**src/hdl/wllv_pkg.sv**
```systemverilog
// wllv_pkg: shared constants, codes and types of the wear-leveled last-value log
// no dependencies; used by wllv_ctrl and wear_leveled_last_value_log
package wllv_pkg;

  localparam int LOG_WORDS_DEF  = 8192;
  localparam int PAGE_WORDS_DEF = 512;

  localparam int DATA_W    = 16;
  localparam int MODE_W    = 2;
  localparam int CFG_IDX_W = 2;

  localparam logic [DATA_W-1:0] ERASED_WORD  = 16'hFFFF;
  localparam logic [DATA_W-1:0] MISS_VALUE   = 16'd1;

  // item modes
  localparam logic [MODE_W-1:0] MODE_STORE  = 2'd0;
  localparam logic [MODE_W-1:0] MODE_RECALL = 2'd1;
  localparam logic [MODE_W-1:0] MODE_ERASE  = 2'd2;

  // configuration register indexes
  localparam logic [CFG_IDX_W-1:0] CFG_ENABLE_SETTING = 2'd0;
  localparam logic [CFG_IDX_W-1:0] CFG_ENABLE_INVERT  = 2'd1;

  // recall result handed from the sequencer to the output register
  typedef struct packed {
    logic              valid;
    logic [DATA_W-1:0] recalled;
    logic              found;
  } res_t;

endpackage

```
**src/hdl/wllv_ctrl.sv**
```systemverilog
// wllv_ctrl: sequencer that sweeps, erases, writes and scans the log memory
// depends on wllv_pkg; drives the write and read ports of one wllv_ram
module wllv_ctrl #(
  parameter int LOG_WORDS  = wllv_pkg::LOG_WORDS_DEF,
  parameter int PAGE_WORDS = wllv_pkg::PAGE_WORDS_DEF
) (
  input  logic                              clk,
  input  logic                              rst_n,
  input  logic                              en,
  input  logic                              in_valid,
  output logic                              in_ready,
  input  logic [wllv_pkg::MODE_W-1:0]       in_mode,
  input  logic [wllv_pkg::DATA_W-1:0]       in_value,
  output wllv_pkg::res_t                    res,
  input  logic                              res_ready,
  output logic                              mem_we,
  output logic [$clog2(LOG_WORDS)-1:0]      mem_waddr,
  output logic [wllv_pkg::DATA_W-1:0]       mem_wdata,
  output logic [$clog2(LOG_WORDS)-1:0]      mem_raddr,
  input  logic [wllv_pkg::DATA_W-1:0]       mem_rdata
);

  localparam int PTR_W   = $clog2(LOG_WORDS);
  localparam int OFF_W   = $clog2(PAGE_WORDS);
  localparam int TOP_OFF = (LOG_WORDS - 1) % PAGE_WORDS;

  localparam logic [PTR_W-1:0] TOP_PTR  = PTR_W'(LOG_WORDS - 1);
  localparam logic [OFF_W-1:0] LAST_OFF = OFF_W'(PAGE_WORDS - 1);
  localparam logic [OFF_W-1:0] TOP_OFFV = OFF_W'(TOP_OFF);

  typedef enum logic [2:0] {
    S_CLEAR,
    S_IDLE,
    S_PAGE,
    S_WRITE,
    S_SCAN,
    S_RESULT
  } state_t;

  state_t                      state_r, state_nxt;
  logic [PTR_W-1:0]            ptr_r, ptr_nxt;
  logic [OFF_W-1:0]            off_r, off_nxt;
  logic [PTR_W-1:0]            addr_r, addr_nxt;
  logic [OFF_W-1:0]            soff_r, soff_nxt;
  logic [OFF_W-1:0]            cnt_r, cnt_nxt;
  logic [wllv_pkg::DATA_W-1:0] val_r, val_nxt;
  logic                        rv_r, rv_nxt;
  logic [PTR_W-1:0]            qaddr_r, qaddr_nxt;
  logic [OFF_W-1:0]            qoff_r, qoff_nxt;
  logic [wllv_pkg::DATA_W-1:0] rec_r, rec_nxt;
  logic                        fnd_r, fnd_nxt;
  logic [PTR_W-1:0]            dec_ptr;
  logic [OFF_W-1:0]            dec_off;

  // pointer one word down, wrapping to the top word; page offset follows
  always_comb begin
    if (ptr_r == '0) begin
      dec_ptr = TOP_PTR;
      dec_off = TOP_OFFV;
    end else begin
      dec_ptr = ptr_r - 1'b1;
      dec_off = (off_r == '0) ? LAST_OFF : off_r - 1'b1;
    end
  end

  always_comb begin
    state_nxt = state_r;
    ptr_nxt   = ptr_r;
    off_nxt   = off_r;
    addr_nxt  = addr_r;
    soff_nxt  = soff_r;
    cnt_nxt   = cnt_r;
    val_nxt   = val_r;
    rv_nxt    = rv_r;
    qaddr_nxt = qaddr_r;
    qoff_nxt  = qoff_r;
    rec_nxt   = rec_r;
    fnd_nxt   = fnd_r;
    mem_we    = 1'b0;
    mem_waddr = addr_r;
    mem_wdata = wllv_pkg::ERASED_WORD;
    unique case (state_r)
      S_CLEAR: begin
        mem_we = 1'b1;
        if (addr_r == TOP_PTR) begin
          state_nxt = S_IDLE;
        end else begin
          addr_nxt = addr_r + 1'b1;
        end
      end
      S_IDLE: begin
        if (in_valid) begin
          unique case (in_mode)
            wllv_pkg::MODE_STORE: begin
              if (en) begin
                val_nxt = in_value;
                if (off_r == '0) begin
                  addr_nxt  = ptr_r;
                  cnt_nxt   = '0;
                  state_nxt = S_PAGE;
                end else begin
                  state_nxt = S_WRITE;
                end
              end
            end
            wllv_pkg::MODE_RECALL: begin
              if (en) begin
                addr_nxt  = '0;
                soff_nxt  = '0;
                rv_nxt    = 1'b0;
                state_nxt = S_SCAN;
              end else begin
                ptr_nxt   = TOP_PTR;
                off_nxt   = TOP_OFFV;
                rec_nxt   = wllv_pkg::MISS_VALUE;
                fnd_nxt   = 1'b0;
                state_nxt = S_RESULT;
              end
            end
            wllv_pkg::MODE_ERASE: begin
              addr_nxt  = '0;
              state_nxt = S_CLEAR;
            end
            default: begin
            end
          endcase
        end
      end
      S_PAGE: begin
        mem_we = 1'b1;
        if (cnt_r == LAST_OFF || addr_r == TOP_PTR) begin
          state_nxt = S_WRITE;
        end else begin
          addr_nxt = addr_r + 1'b1;
          cnt_nxt  = cnt_r + 1'b1;
        end
      end
      S_WRITE: begin
        mem_we    = 1'b1;
        mem_waddr = dec_ptr;
        mem_wdata = val_r;
        ptr_nxt   = dec_ptr;
        off_nxt   = dec_off;
        state_nxt = S_IDLE;
      end
      S_SCAN: begin
        if (rv_r && mem_rdata != wllv_pkg::ERASED_WORD) begin
          ptr_nxt   = qaddr_r;
          off_nxt   = qoff_r;
          rec_nxt   = mem_rdata;
          fnd_nxt   = 1'b1;
          state_nxt = S_RESULT;
        end else if (rv_r && qaddr_r == TOP_PTR) begin
          ptr_nxt   = TOP_PTR;
          off_nxt   = TOP_OFFV;
          rec_nxt   = wllv_pkg::MISS_VALUE;
          fnd_nxt   = 1'b0;
          state_nxt = S_RESULT;
        end else begin
          rv_nxt    = 1'b1;
          qaddr_nxt = addr_r;
          qoff_nxt  = soff_r;
          addr_nxt  = addr_r + 1'b1;
          soff_nxt  = (soff_r == LAST_OFF) ? '0 : soff_r + 1'b1;
        end
      end
      S_RESULT: begin
        if (res_ready) begin
          state_nxt = S_IDLE;
        end
      end
      default: begin
        state_nxt = S_IDLE;
      end
    endcase
  end

  always_ff @(posedge clk) begin
    if (!rst_n) begin
      state_r <= S_CLEAR;
      ptr_r   <= '0;
      off_r   <= '0;
      addr_r  <= '0;
      rv_r    <= 1'b0;
    end else begin
      state_r <= state_nxt;
      ptr_r   <= ptr_nxt;
      off_r   <= off_nxt;
      addr_r  <= addr_nxt;
      rv_r    <= rv_nxt;
    end
    soff_r  <= soff_nxt;
    cnt_r   <= cnt_nxt;
    val_r   <= val_nxt;
    qaddr_r <= qaddr_nxt;
    qoff_r  <= qoff_nxt;
    rec_r   <= rec_nxt;
    fnd_r   <= fnd_nxt;
  end

  assign in_ready     = (state_r == S_IDLE);
  assign mem_raddr    = addr_r;
  assign res.valid    = (state_r == S_RESULT);
  assign res.recalled = rec_r;
  assign res.found    = fnd_r;

  // the scan only reads
  a_scan_no_write: assert property (@(posedge clk) disable iff (!rst_n)
    (state_r == S_SCAN) |-> !mem_we)
    else $error("memory written during scan");

  // a miss leaves the pointer on the top word
  a_miss_ptr: assert property (@(posedge clk) disable iff (!rst_n)
    (res.valid && !res.found) |-> (ptr_r == TOP_PTR && rec_r == wllv_pkg::MISS_VALUE))
    else $error("miss result without pointer at top");

  // a hit never returns an erased word
  a_hit_data: assert property (@(posedge clk) disable iff (!rst_n)
    (res.valid && res.found) |-> (res.recalled != wllv_pkg::ERASED_WORD))
    else $error("hit result carries erased word");

  // pointer stays inside the store
  a_ptr_range: assert property (@(posedge clk) disable iff (!rst_n)
    ptr_r <= TOP_PTR)
    else $error("write pointer outside the store");

endmodule
```
**config.mk**
```make
export PLATFORM = sky130hd
export DESIGN_NAME = wllv_ctrl
export DESIGN_NICKNAME = d
export VERILOG_FILES = /design/src/hdl/wllv_pkg.sv /design/src/hdl/wllv_ctrl.sv
export SDC_FILE = /design/constraint.sdc
export NUM_CORES = 1
export LEC_CHECK = 0
export BUFFER_PORTS_ARGS = -buffer_cell sky130_fd_sc_hd__buf_2
export CAP_MARGIN = 20
export CORE_UTILIZATION = 40
export CTS_CLUSTER_SIZE = 16
export DETAILED_ROUTE_END_ITERATION = 16
export HOLD_SLACK_MARGIN = 0.08
export MAX_ROUTING_LAYER = met4
export SYNTH_ARGS = -nofsm -noshare
export SYNTH_HDL_FRONTEND = slang
export SYNTH_SLANG_ARGS = --single-unit
```
**constraint.sdc**
```tcl
create_clock -name clk -period 2.8 [get_ports clk]
set_input_delay 0.14 -clock clk [delete_from_list [all_inputs] [get_ports clk]]
set_output_delay 0.14 -clock clk [all_outputs]
set_load 0.01 [all_outputs]
```
==> key figures <==
Outcome
  – Status: completed

Synth
  – Yosys top cell by area: edfxtp_1
  – Seq/Total Area, Yosys: 52.0%
  – Post-Syn Nets: 602
  – Cell count after synthesis: 553
  – Post-synth EDFFs: 73
  – Post-synth top flop: edfxtp_1
  – Synth Area per Inst: 10.3 um^2
  – Yosys reg bits: 112
  – Post-synthesis cell area: 5710 um^2
  – Synth cell types: 73
  – Ys Warns: 0
  – Post-synth top area share: 38.4%
  – Synth async-reset ratio: 0%
  – Most common cell in the synthesized netlist: edfxtp_1
  – Top cells by count, synth: 73 x edfxtp_1, 56 x nor2_1, 39 x dfxtp_1
  – Top post-synthesis cells by area: edfxtp_1 38%, dfxtp_1 14%, nor2_1 3.7%

Floorplanning
  – Die height: 122 um
  – Core ar.: 13900 um^2
  – Rows: 43
  – Die span in x: 122 um
  – Total die area: 14800 um^2
  – Initial core utilization: 41.2%
  – IO Pins: 101

Setup path
  – Data required time at the worst endpoint: 2.66 ns
  – Crit. End Element: output port
  – Reg-to-reg startpoint: off_r[0]$_SDFFE_PN0P_
  – Worst path depth: 7
  – Crit path kind: reg2out
  – Critical path's largest stage delay: 0.38 ns
  – Flop-to-flop setup slack: 0.36 ns
  – R2R cell count: 8
  – Crit path buf inv count: 3
  – RR Endpoint: mem_raddr[9]$_SDFFE_PN0P_
  – Slowest-stage cell, CP: dfxtp_1
  – CP Max Fanout: 18
  – Worst endpoint data arrival time: 2.35 ns
  – Delay-heaviest family, CP: buffers and inverters
  – CP Launch Type: register
  – CP Cell Sequence: inv_1 > ha_1 > nor2b_1 > a41oi_2 > buf_4 > a21oi_1 > buf_2

Timing
  – Final Hold Fails: 0
  – Slew @ Worst Pin: 0.658 ns
  – Final worst setup slack: 0.309 ns
  – Setup tns final: 0 ns
  – Setup Viol. Count Final: 0
  – Max Clock Freq: 401 MHz
  – Period Utilization, post-route: 89.0%
  – Unrepaired setup endpoints after global routing: false
  – Min cycle time layout: 2.49 ns
  – Max-slew violation count: 0
  – Worst slew margin: 56.0%
  – Clk_skew: 0.0160 ns

Clocking
  – CTS tree: yes
  – Clock sink total: 112
  – Total CTS buffers: 9
  – Max clock buf depth: 2
  – Post-CTS Resized: 0
  – Clock Latency Late Sink: 0.37 ns
  – Hold Buf Count CTS: 18
  – Root buffer cell: clkbuf_16
  – CTS clock-pin slew for the worst setup and hold paths: 0.08 ns
  – H-tree depth: 3
  – Post-CTS setup repair buffer count: 0

Route
  – # DRC: 0
  – Routed wire per std cell: 17.5 um
  – Vias: 4783
  – Avg Vias per Cell: 5.57
  – Post-route ant nets: 0
  – Final wirelength: 15.0 mm
  – First-pass DRT Iterations: 7
  – DRT iter0 DRCs: 297

Placed design
  – Port-buffer cells: 100
  – Routability Congestion: 0.865
  – Dpl hpwl: 10.8 mm
  – Pre-CTS setup slack: 0.400 ns

Power
  – Overall power: 3.15 mW
  – Leak Pwr: 2.65 nW
  – Pwr/cell area: 455 nW/um^2
  – Peak supply drop: 0.455 mV

Hold path
  – Hold/Removal Path Class: in2reg
  – Hold Crit Start: mem_rdata[2]
  – Hold Path End: rec_r[2]$_SDFFCE_PN0P_
  – Hold Path Stages: 2

Global routing
  – Grt ovf: 0
  – First-pass GRT wire length: 23.7 mm
  – Largest net degree at the start of global routing: 33
  – Gr usage total: 21.8%
  – Vias in the first global route: 4492
  – Initial antenna violation count: 0

Final layout
  – # nets final: 722
  – Fin util: 50.0%
  – Fraction of layout instances using a drive strength above 1: 25.8%
  – Fillers: 1252
  – N_diodes: 0
  – Footprint of the multi-input gates: 2490 um^2
  – P&R area growth vs syn: 21.4%
  – FF/Latch Area: 2970 um^2

Run
  – Maxcap violations: 0
==> layer usage <==
| metal | GRT usage (%) | vias to the layer above | wire length, um | part of all wire (%) |
|---|---|---|---|---|
| li1 | - | 2305 | - | - |
| met5 | - | - | 0 | 0 |
| met4 | 7.95 | 0 | 282 | 1.9 |
| met2 | 32.3 | 194 | 6700 | 45 |
| met1 | 28.8 | 2266 | 6980 | 46 |
| met3 | 5.45 | 18 | 1080 | 7.2 |
==> worst max path at each step <==
stage | from | end | slack [ns]
final | ptr_r[1]$_SDFFE_PN0P_ | mem_waddr[0] | 0.31
after global routing | ptr_r[1]$_SDFFE_PN0P_ | mem_waddr[0] | 0.20
after CTS | ptr_r[1]$_SDFFE_PN0P_ | mem_waddr[0] | 0.31
after detailed placement | cnt_r[0]$_SDFFCE_PN0P_ | mem_raddr[7]$_SDFFE_PN0P_ | 0.40
after global placement | off_r[0]$_SDFFE_PN0P_ | mem_raddr[9]$_SDFFE_PN0P_ | 0.41
after floorplan | state_r[0]$_SDFFE_PN0P_ | fnd_r$_SDFFCE_PN0P_ | 0.14
==> cell type report <==
type	instances	share of cell area [%]
Clock buffer	10	3.45
Clock inverter	6	0.758
Inverter	22	1.19
Multi-Input combinational cell	385	36.0
Sequential cell	112	42.9
Tap cell	180	3.25
Timing Repair Buffer	143	12.5
==> cell usage in the layout, fill, tap and decap left out, drive strengths merged, types with 11 or more instances in the layout <==
cell / Yosys / routed
nand4: 14 / 14
nor2: 56 / 56
inv: 22 / 24
or2: 19 / 19
a21oi: 31 / 31
dfxtp: 39 / 39
xor2: 11 / 11
and3: 24 / 24
nand2: 32 / 32
dlygate4sd3: 0 / 18
buf: 16 / 125
nand3: 21 / 21
o21ai: 25 / 25
edfxtp: 73 / 73
==> kinds of logic (layout without fill, tap and decap cells) <==
group / Yosys count / in the layout / share of synthesized area (%)
XOR/XNOR: 20 / 20 / 3.07
flip-flops: 112 / 112 / 52.0
buffers and inverters: 56 / 181 / 4.31
adder cells (fa/ha/maj): 10 / 10 / 2.19
multiplexers: 2 / 2 / 0.350
AO/OA/AOI/OAI: 137 / 137 / 17.4
AND/OR/NAND/NOR: 216 / 216 / 20.7
==> sequential cells by signal (all words and copies together), names as in the netlist <==
signal / count
state_r: 3
off_r: 9
qaddr_r: 13
mem_raddr: 13
rv_r: 1
cnt_r: 9
fnd_r: 1
soff_r: 9
rec_r: 16
qoff_r: 9
ptr_r: 13
val_r: 16
==> worst register-to-register path, stage by stage (launching register included) <==
cell and delay [ns]:
dfxtp_1 0.38, inv_1 0.06, ha_1 0.21, nor3b_2 0.19
a31oi_1 0.56, o21ai_0 0.29, and3_1 0.25, buf_4 0.16
a32o_1 0.24
==> per-stage QoR <==
| step | hold slack (ns) | cell area, um^2 | instances |
|---|---|---|---|
| after detailed placement | 0.319 | 6460 | 824 |
| after CTS | 0.0873 | 6930 | 858 |
| after global placement | 0.318 | 6460 | 824 |
| after global routing | 0.105 | 6930 | 858 |
| after floorplan | 0.239 | 5710 | 553 |
| final | 0.102 | 6930 | 858 |
==> power breakdown <==
group / total (mW) / leakage (nW) / switching, mW / internal (mW)
clock: 1.27 / 0.137 / 0.625 / 0.641
combinational: 0.135 / 1.53 / 0.0723 / 0.0632
sequential: 1.75 / 0.974 / 0.00511 / 1.75
No activity file was read; power rests on OpenSTA's default activity.
